===== src/rtl/tse_pkg.sv =====
// shared types and constants for the topological sort engine
`default_nettype none

package tse_pkg;

  // widths fixed by the item fields
  localparam int NODE_W = 5;
  localparam int CNT_W  = 6;

  // input item kinds carried in s_tuser
  localparam logic CMD_EDGE = 1'b0;
  localparam logic CMD_RUN  = 1'b1;

  // controller states
  typedef enum logic {
    ST_IDLE,
    ST_STEP
  } state_t;

  // commands from controller to datapath
  typedef struct packed {
    logic edge_wr;
    logic start;
    logic step;
  } tse_cmd_t;

  // status from datapath to controller
  typedef struct packed {
    logic out_free;
    logic found;
    logic last_hit;
  } tse_status_t;

endpackage

`default_nettype wire


===== src/rtl/tse_ctrl.sv =====
// controller state machine for the topological sort engine
`default_nettype none

module tse_ctrl (
  input  wire logic               clk,
  input  wire logic               rst,
  input  wire logic               in_valid,
  input  wire logic               in_kind,
  output logic                    in_ready,
  input  wire tse_pkg::tse_status_t status,
  output tse_pkg::tse_cmd_t       cmd
);

  tse_pkg::state_t state;
  tse_pkg::state_t state_next;

  // state register
  always_ff @(posedge clk) begin
    if (rst) begin
      state <= tse_pkg::ST_IDLE;
    end else begin
      state <= state_next;
    end
  end

  // next state
  always_comb begin
    state_next = state;
    case (state)
      tse_pkg::ST_IDLE: begin
        if (in_valid && in_kind == tse_pkg::CMD_RUN) begin
          state_next = tse_pkg::ST_STEP;
        end
      end
      tse_pkg::ST_STEP: begin
        if (status.out_free && (!status.found || status.last_hit)) begin
          state_next = tse_pkg::ST_IDLE;
        end
      end
      default: state_next = tse_pkg::ST_IDLE;
    endcase
  end

  // outputs
  always_comb begin
    in_ready    = 1'b0;
    cmd.edge_wr = 1'b0;
    cmd.start   = 1'b0;
    cmd.step    = 1'b0;
    case (state)
      tse_pkg::ST_IDLE: begin
        in_ready    = 1'b1;
        cmd.edge_wr = in_valid && (in_kind == tse_pkg::CMD_EDGE);
        cmd.start   = in_valid && (in_kind == tse_pkg::CMD_RUN);
      end
      tse_pkg::ST_STEP: begin
        cmd.step = status.out_free;
      end
      default: begin
        in_ready = 1'b0;
      end
    endcase
  end

endmodule

`default_nettype wire


===== src/rtl/tse_datapath.sv =====
// dependency matrix, ready search and result register
`default_nettype none

module tse_datapath #(
  parameter int MAX_NODES = 32
) (
  input  wire logic                        clk,
  input  wire logic                        rst,
  input  wire tse_pkg::tse_cmd_t           cmd,
  output tse_pkg::tse_status_t             status,
  input  wire logic [tse_pkg::NODE_W-1:0]  node_index,
  input  wire logic [tse_pkg::NODE_W-1:0]  dependency_index,
  input  wire logic [tse_pkg::CNT_W-1:0]   node_count,
  output logic [tse_pkg::NODE_W-1:0]       ordered_node,
  output logic                             cycle_error,
  output logic                             last,
  output logic                             out_valid,
  input  wire logic                        out_ready
);

  localparam int LIMIT = (MAX_NODES < 32) ? MAX_NODES : 32;
  localparam int RW    = $clog2(LIMIT);

  logic [LIMIT-1:0]              matrix [LIMIT];
  logic [LIMIT-1:0]              removed;
  logic [tse_pkg::CNT_W-1:0]     count;
  logic [tse_pkg::CNT_W-1:0]     n_reg;
  logic [tse_pkg::CNT_W-1:0]     n_clamped;
  logic [tse_pkg::CNT_W-1:0]     count_next;
  logic [LIMIT-1:0]              active;
  logic [LIMIT-1:0]              cand;
  logic [tse_pkg::NODE_W-1:0]    sel_idx;
  logic                          found;
  logic                          last_hit;
  logic                          finish;
  logic                          edge_ok;

  // clamp the node count into the supported range
  always_comb begin
    if (node_count == '0) begin
      n_clamped = tse_pkg::CNT_W'(1);
    end else if (node_count > tse_pkg::CNT_W'(LIMIT)) begin
      n_clamped = tse_pkg::CNT_W'(LIMIT);
    end else begin
      n_clamped = node_count;
    end
  end

  // active nodes and ready candidates, one row each
  always_comb begin
    for (int i = 0; i < LIMIT; i++) begin
      active[i] = (tse_pkg::CNT_W'(i) < n_reg);
    end
    for (int i = 0; i < LIMIT; i++) begin
      cand[i] = active[i] && !removed[i] && ((matrix[i] & active & ~removed) == '0);
    end
  end

  // lowest ready node
  always_comb begin
    sel_idx = '0;
    for (int i = LIMIT - 1; i >= 0; i--) begin
      if (cand[i]) begin
        sel_idx = tse_pkg::NODE_W'(i);
      end
    end
  end

  assign found      = |cand;
  assign count_next = count + tse_pkg::CNT_W'(1);
  assign last_hit   = (count_next == n_reg);
  assign finish     = cmd.step && (!found || last_hit);
  assign edge_ok    = ({1'b0, node_index} < tse_pkg::CNT_W'(LIMIT)) &&
                      ({1'b0, dependency_index} < tse_pkg::CNT_W'(LIMIT));

  assign status.out_free = !out_valid || out_ready;
  assign status.found    = found;
  assign status.last_hit = last_hit;

  // dependency matrix: edge writes, cleared at the end of a run
  always_ff @(posedge clk) begin
    if (rst || finish) begin
      for (int i = 0; i < LIMIT; i++) begin
        matrix[i] <= '0;
      end
    end else if (cmd.edge_wr && edge_ok) begin
      matrix[node_index[RW-1:0]][dependency_index[RW-1:0]] <= 1'b1;
    end
  end

  // run progress
  always_ff @(posedge clk) begin
    if (rst || finish) begin
      removed <= '0;
      count   <= '0;
    end else if (cmd.step) begin
      removed[sel_idx[RW-1:0]] <= 1'b1;
      count                    <= count_next;
    end
  end

  // active node count latched at run start
  always_ff @(posedge clk) begin
    if (rst) begin
      n_reg <= tse_pkg::CNT_W'(1);
    end else if (cmd.start) begin
      n_reg <= n_clamped;
    end
  end

  // result register
  always_ff @(posedge clk) begin
    if (rst) begin
      out_valid <= 1'b0;
    end else if (cmd.step) begin
      out_valid <= 1'b1;
    end else if (out_ready) begin
      out_valid <= 1'b0;
    end
  end

  always_ff @(posedge clk) begin
    if (cmd.step) begin
      ordered_node <= found ? sel_idx : '0;
      cycle_error  <= !found;
      last         <= !found || last_hit;
    end
  end

  // run bookkeeping stays consistent
  a_count_bound: assert property (@(posedge clk) disable iff (rst)
    count <= n_reg) else $error("emitted count beyond active nodes");

  a_removed_count: assert property (@(posedge clk) disable iff (rst)
    $countones(removed) == int'(count)) else $error("removed mask out of step with count");

  a_error_item: assert property (@(posedge clk) disable iff (rst)
    $past(cmd.step) && !$past(found) |-> cycle_error && last && ordered_node == '0)
    else $error("bad cycle error item");

  a_step_slot: assert property (@(posedge clk) disable iff (rst)
    cmd.step |-> status.out_free) else $error("step with result slot busy");

endmodule

`default_nettype wire


===== src/rtl/topological_sort_engine.sv =====
// Edge loads: one transaction per cycle, no result.
// Run: the run transaction sets the state register to step, then the result register
// takes the first result; then one node per cycle while m_tready is high, set by the
// combinational ready search over the matrix rows; the input is stalled while a run emits.
// Reset (rst, synchronous): matrix cleared, node_count 1, no result pending.
`default_nettype none

module topological_sort_engine #(
  parameter int MAX_NODES = 32
) (
  input  wire logic        clk,
  input  wire logic        rst,
  // input stream
  input  wire logic        s_tvalid,
  output logic             s_tready,
  input  wire logic [15:0] s_tdata,   // [4:0] node_index, [9:5] dependency_index, rest zero
  input  wire logic        s_tuser,   // [0] cmd
  // output stream
  output logic             m_tvalid,
  input  wire logic        m_tready,
  output logic [7:0]       m_tdata,   // [4:0] ordered_node, rest zero
  output logic             m_tuser,   // [0] cycle_error
  output logic             m_tlast,
  // configuration
  input  wire logic        cfg_wr_en,
  input  wire logic [5:0]  cfg_wr_data
);

  tse_pkg::tse_cmd_t               cmd;
  tse_pkg::tse_status_t            status;
  logic [tse_pkg::CNT_W-1:0]       node_count;
  logic [tse_pkg::NODE_W-1:0]      ordered_node;

  // node count register
  always_ff @(posedge clk) begin
    if (rst) begin
      node_count <= tse_pkg::CNT_W'(1);
    end else if (cfg_wr_en) begin
      node_count <= cfg_wr_data;
    end
  end

  tse_ctrl u_ctrl (
    .clk      (clk),
    .rst      (rst),
    .in_valid (s_tvalid),
    .in_kind  (s_tuser),
    .in_ready (s_tready),
    .status   (status),
    .cmd      (cmd)
  );

  tse_datapath #(
    .MAX_NODES (MAX_NODES)
  ) u_datapath (
    .clk              (clk),
    .rst              (rst),
    .cmd              (cmd),
    .status           (status),
    .node_index       (s_tdata[4:0]),
    .dependency_index (s_tdata[9:5]),
    .node_count       (node_count),
    .ordered_node     (ordered_node),
    .cycle_error      (m_tuser),
    .last             (m_tlast),
    .out_valid        (m_tvalid),
    .out_ready        (m_tready)
  );

  assign m_tdata = {3'b000, ordered_node};

endmodule

`default_nettype wire


===== config.mk =====
export PLATFORM = sky130hd
export DESIGN_NAME = topological_sort_engine
export DESIGN_NICKNAME = d
export VERILOG_FILES = /design/src/rtl/tse_pkg.sv /design/src/rtl/tse_ctrl.sv /design/src/rtl/tse_datapath.sv /design/src/rtl/topological_sort_engine.sv
export SDC_FILE = /design/constraint.sdc
export NUM_CORES = 2
export LEC_CHECK = 0
export BUFFER_PORTS_ARGS = -buffer_cell sky130_fd_sc_hd__buf_2
export CELL_PAD_IN_SITES_DETAIL_PLACEMENT = 1
export CELL_PAD_IN_SITES_GLOBAL_PLACEMENT = 1
export CORE_UTILIZATION = 45
export CTS_CLUSTER_SIZE = 24
export DETAILED_ROUTE_END_ITERATION = 16
export MAX_ROUTING_LAYER = met4
export PLACE_DENSITY_LB_ADDON = 0.2
export SLEW_MARGIN = 20
export SYNTH_ARGS = -nofsm -noshare
export SYNTH_HDL_FRONTEND = slang
export SYNTH_HIERARCHICAL = 1
export SYNTH_SLANG_ARGS = --single-unit

===== constraint.sdc =====
create_clock -name clk -period 4 [get_ports clk]
set_input_delay 1.2 -clock clk [delete_from_list [all_inputs] [get_ports clk]]
set_output_delay 1.2 -clock clk [all_outputs]
set_load 0.01 [all_outputs]

Yosys cells after proc, flatten, opt, wreduce, memory -nomap -nowiden
Memory sizes are Yosys's and may differ from the RTL's.
Cells that the tools add are included.
{ "totals": {"output_inout_bits": 12, "regBits": 59, "mem_count": 1, "ram_bits": 1024, "elab_cells": 314, "input_bits": 28} }
{ "mem_list": {"columns": ["name", "words", "width", "read_ports", "rd_clocked_by_memory_dff", "wr", "line_no", "text"], "rows": [
  ["u_datapath.matrix", 32, 32, 32, 0, 32, "tse_datapath.sv:24", "logic [LIMIT-1:0] matrix [LIMIT];"]
]} }
{ "op_classes": {"n_eq_ne": 1, "order_cmp": 37, "n_reduce_logical": 143, "n_mux": 54, "bitwise": 68, "addsub": 1} }
{ "op_table": {"columns": ["cell", "n"], "rows": [
  ["$and 32x32->32", 64],
  ["$logic_not 32->1", 32],
  ["$mux 5", 33],
  ["$lt 5x6->1 const A", 16],
  ["$mux 32", 3],
  ["$logic_and 1x1->1", 70],
  ["$reduce_or 32->1", 2],
  ["$lt 4x6->1 const A", 8],
  ["$logic_not 1->1", 34],
  ["$not 32->32", 1],
  ["$or 32x32->32", 1],
  ["$lt 3x6->1 const A", 4],
  ["$lt 1x6->1 const A", 2],
  ["$lt 2x6->1 const A", 2],
  ["$lt 5x6->1 const B", 2],
  ["$mux 1", 12],
  ["$mux 6", 2],
  ["$demux 1 s5", 2],
  ["$ge 5x1->1 const B", 2],
  ["$add 6x1->6 const B", 1],
  ["$eq 6x6->1", 1],
  ["$gt 6x6->1 const B", 1],
  ["$logic_not 6->1", 1],
  ["$logic_or 1x1->1", 3],
  ["4 further kinds", 5]
]} }

Logic depth before layout (Yosys ltp)
{ "depth": {"word_depth": 42, "depth_mapped": 20, "depth_no_buf": 11} }

Modules after synthesis
Netlist, hierarchy kept.
{ "modules_own_cells": {"columns": ["mod", "cells_per_inst", "instances", "area_each_um2", "seq_area_each_um2"], "rows": [
  ["tse_datapath", 4724, 1, 45195.8, 21610.7],
  ["topological_sort_engine", 23, 1, 244.0, 120.1],
  ["tse_ctrl", 8, 1, 71.3, 20.0]
]} }

Least setup slack after synthesis
No wires, ideal clock.
{ "synth_path": {"kind": "reg2reg", "start": "reg u_datapath/n_reg[2] (netlist name)", "end": "mem u_datapath/matrix[0][13] (netlist name)", "path_stages_with_launch": 17, "setup_ns": 0.059, "period_less_slack_ns": 3.918, "required_ns": 3.941, "arrival_time_ns": 3.858, "path_slack_ns": 0.082, "path_buffers": 5, "path_cell_list": "dfxtp_1 buf_6 or4_1 buf_2 and3_1 or4_1 or4_1 or4_1 o2111ai_2 nor3_2 nand4_4 a21oi_4 buf_6 buf_8 nor3_4 buf_6 a22o_1"} }
{ "synth_lines": {"columns": ["item", "line_no", "text"], "rows": [
  ["start: declaration", "tse_datapath.sv:27", "logic [tse_pkg::CNT_W-1:0] n_reg;"],
  ["start signal: assignment", "tse_datapath.sv:105", "n_reg <= tse_pkg::CNT_W'(1);"],
  ["start signal: assignment", "tse_datapath.sv:107", "n_reg <= n_clamped;"],
  ["end: declaration", "tse_datapath.sv:24", null]
]} }

==> flow_summary.ini <==
[drt]
met1Wirelength_um = 101900
vias = 49770
drt_drc_violations_left = 0
post_drt_wl_per_cell_um = 40.04
wl_um = 276500
met3_wirelength_from_detailed_routing_um = 33580
ant_nets = 0
met2_wirelength_um = 113000
via_per_inst = 7.206
first_drt_iteration_drcs = 7164
firstDrtPassIters = 6
routed.top_layer = met4

[sta]
max_freq_mhz = 213.8
setup_ws_ps = -678.1
slew_of_the_pin_with_the_lowest_slew_margin_ps = 1035
rsz_0062_raised_after_global_routing = yes
slew_headroom_pct = 30.84
layout_min_cycle_time_ps = 4678
final_cycle_utilization_of_the_critical_path_pct = 117.0
fin_tns_setup_ps = -571180
finClkSkew_ps = 39.95
hold_viol_final = 0
final_setup_violation_count = 1069
drv_slew = 0

[yosys]
post_synth_and_or_nand_nor_area_fraction_pct = 14.29
mappedNetlistArea_um2 = 45510
synth-xor-area-share_pct = 0.2694
synth_compound_gate_area_share_pct = 31.26
number_of_enable_type_register_cells_in_the_synthesized_netlist = 7
synthMuxAreaShare_pct = 0.1540
synthAdderAreaFrac_pct = 0.02749
synth_seq_area_share_pct = 47.79
postSynth.topFlopCell = sky130_fd_sc_hd__dfxtp_1
syn_inst = 4755
ys.warnings.count = 6
netlist-cell-type-count = 94
yosys_register_bits = 1083
main_combinational_cell_family_by_area_after_synthesis = compound AO/OA/AOI/OAI gates
post_synthesis_average_cell_area_um2 = 9.571
async_reset_ff_share_pct = 0

[global_routing]
grt_first_pass_wirelength_um = 378200
grt_usage_pct = 53.76
gr-total-overflow = 0
number_of_global_route_vias_before_repair = 48630
antenna_found_initial = 13
maximum_number_of_pins_on_one_net_before_global_route_repair = 33

[place]
place.port_buffers = 30
dpl.hpwl_um = 189300
gp_congestion = 1.066

[final_layout]
biggestRegsByFlops = u_datapath/matrix x1024, u_datapath/removed x32
max_flop_register = u_datapath/matrix
fin_util_pct = 61.99
fraction_of_final_layout_cells_with_drive_strength_greater_than_1_pct = 28.11
num-nets-final = 5523
syn_to_final_growth_pct = 36.40
largest_register_ff_count = 1024

[clock_tree]
cts_inserted_buffers = 117
clk_latency_ps = 760
clock-sinks = 1083
ctsLongestPathBuffers = 3
tritoncts_clock_tree = yes
cts.hold.buffers_added = 0
cts_max_level = 3
root_buffer = sky130_fd_sc_hd__clkbuf_16
clkTransAtPathRegs_ps = 60

[power]
power_density_nw_per_um2 = 422.4
total_leakage_power_uw = 0.02458
vdd_drop_max_mv = 0.3925

[critical_path]
worstPathBufferInverterCount = 8
worst_setup_path_start_kind = flip-flop
critical-path-max-stage-delay_ps = 650
critical_path.most_common_cell = sky130_fd_sc_hd__buf_12
critical_path_peak_fanout = 8
critPathCaptureType = flip-flop
worst_path_max_delay_cell = sky130_fd_sc_hd__or4_4
critical_path_cell_by_cell = buf_4 > buf_4 > or3_4 > buf_4 > and3_1 > a2111oi_4 > nand4_1 > or4_4 > nor4bb_4 > and2_4 > nand4_4 > a21oi_4 > buf_12 > buf_12 > nor3_4 > buf_12 > buf_12 > buf_12 > a22o_1
worst_path_dominant_cell_family = simple AND/OR/NAND/NOR gates
worstPathRequired_ps = 4680
path_class = reg2reg
cp_data_arrival_time_ps = 5360

[floorplan]
fp.coreArea_um2 = 100100
row_count = 116
io_pins = 40
effective_utilization_at_floorplan_pct = 45.44
floorplan.die_area_um2 = 102400
die_height_um = 320.0
fp.dieW_um = 320.0

[worst_hold_path]
path_class_of_the_lowest_slack_min_delay_path = reg2reg

[outcome]
violations_in_the_final_reports = negative setup slack
outcome = finished with violations

[run]
drv_cap = 0
## layout make-up
class | count | area [µm²]
multi-input combinational | 3074 | 22300
sequential | 1083 | 21770
timing repair buffer | 1132 | 11970
inverter | 86 | 322.8
clock buffer | 166 | 3442
fill | 10640 | 38070
antenna | 20 | 50.05
clock inverter | 48 | 600.6
tap | 1298 | 1624
## layer usage
metal	track usage, %	vias up
met5	-	-
met4	44.22	0
met3	14.06	1285
met2	74.90	3768
met1	64.88	24940
li1	-	19780
## synthesized netlist by cell type, types with 73 or more instances
library cell | n | share of area (%)
sky130_fd_sc_hd__inv_1 | 83 | 0.68
sky130_fd_sc_hd__o21ai_1 | 213 | 2.3
sky130_fd_sc_hd__clkbuf_1 | 300 | 2.5
sky130_fd_sc_hd__nand2_1 | 445 | 3.7
sky130_fd_sc_hd__nand4_1 | 114 | 1.6
sky130_fd_sc_hd__dfxtp_1 | 1076 | 47
sky130_fd_sc_hd__buf_2 | 130 | 1.4
sky130_fd_sc_hd__nor2_1 | 73 | 0.60
sky130_fd_sc_hd__a22o_1 | 694 | 13
sky130_fd_sc_hd__o21ai_0 | 113 | 1.2
sky130_fd_sc_hd__a22oi_1 | 255 | 4.2
sky130_fd_sc_hd__nand3_1 | 124 | 1.4
sky130_fd_sc_hd__a2111oi_0 | 94 | 1.8
sky130_fd_sc_hd__and3_1 | 84 | 1.2
sky130_fd_sc_hd__a21oi_1 | 77 | 0.85
## logic make-up after synthesis
logic type / Yosys count
compound gates: 1845
flops: 1083
fa+ha+maj: 1
simple gates: 1202
buf+inv: 602
xor+xnor: 14
other cells: 1
mux: 7
## timing repair
action	in CTS	in global routing
hold endpoints to repair	0	0
setup buffers	83	17
pin swaps	115	44
cloned	22	3
resized for setup	291	79
setup endpoints to repair	1070	1070
## power breakdown
group	internal [µW]	switching, µW	total [µW]
sequential	10800	26.4	10800
clock	6680	4860	11500
combinational	1430	2400	3830
## metrics by stage
stage,cell area [µm²],worst slack [ps],power (µW),hold slack [ps],std cells
2_1_floorplan,45520,82.50,12300,416.2,4757
3_3_place_gp,54870,-1383,14230,425.9,6551
3_5_place_dp,54870,-1552,14260,438.0,6551
4_1_cts,61470,-502.4,25900,446.5,6868
5_1_grt,62060,-723.6,26600,464.0,6901
6_report,62080,-678.1,26220,448.0,6907
## path summary, 6_finish.rpt
kind / start / slack [ps] / end / cells after the start
worst max-delay path: u_datapath/n_reg[2] / -680 / u_datapath/matrix[16][30] / 19
worst min-delay path: u_datapath/matrix[21][5] / 450 / u_datapath/matrix[21][5] / 2
worst max register to register: u_datapath/n_reg[2] / -680 / u_datapath/matrix[16][30] / 19
worst min register to register: u_datapath/matrix[21][5] / 450 / u_datapath/matrix[21][5] / 2
## worst reg2reg max path, cell delays in order (launching register included)
cell                        delay (ps)
sky130_fd_sc_hd__dfxtp_4           370
sky130_fd_sc_hd__buf_4             170
sky130_fd_sc_hd__buf_4             140
sky130_fd_sc_hd__or3_4             440
sky130_fd_sc_hd__buf_4             170
sky130_fd_sc_hd__and3_1            190
sky130_fd_sc_hd__a2111oi_4         370
sky130_fd_sc_hd__nand4_1           260
sky130_fd_sc_hd__or4_4             660
sky130_fd_sc_hd__nor4bb_4          220
sky130_fd_sc_hd__and2_4            210
sky130_fd_sc_hd__nand4_4           160
sky130_fd_sc_hd__a21oi_4           100
sky130_fd_sc_hd__buf_12            180
sky130_fd_sc_hd__buf_12            150
sky130_fd_sc_hd__nor3_4            200
sky130_fd_sc_hd__buf_12            160
sky130_fd_sc_hd__buf_12            170
sky130_fd_sc_hd__buf_12            180
sky130_fd_sc_hd__a22o_1            150
## cells in the final DEF (no fill, tap or decap), drive strengths merged, types with 32 or more instances in the layout
cell,instances
or4,32
a222oi,44
nor2,74
nand4,115
dfxtp,1076
clkbuf,169
nor3,41
a22oi,255
buf,1125
inv,88
a221oi,37
a21oi,81
a2111oi,94
nand3,124
nor2b,61
o22ai,63
nand2b,67
and3,85
o211a,44
a22o,694
a211oi,55
nand2,445
o21ai,326
(Power assumes the default switching activity.)
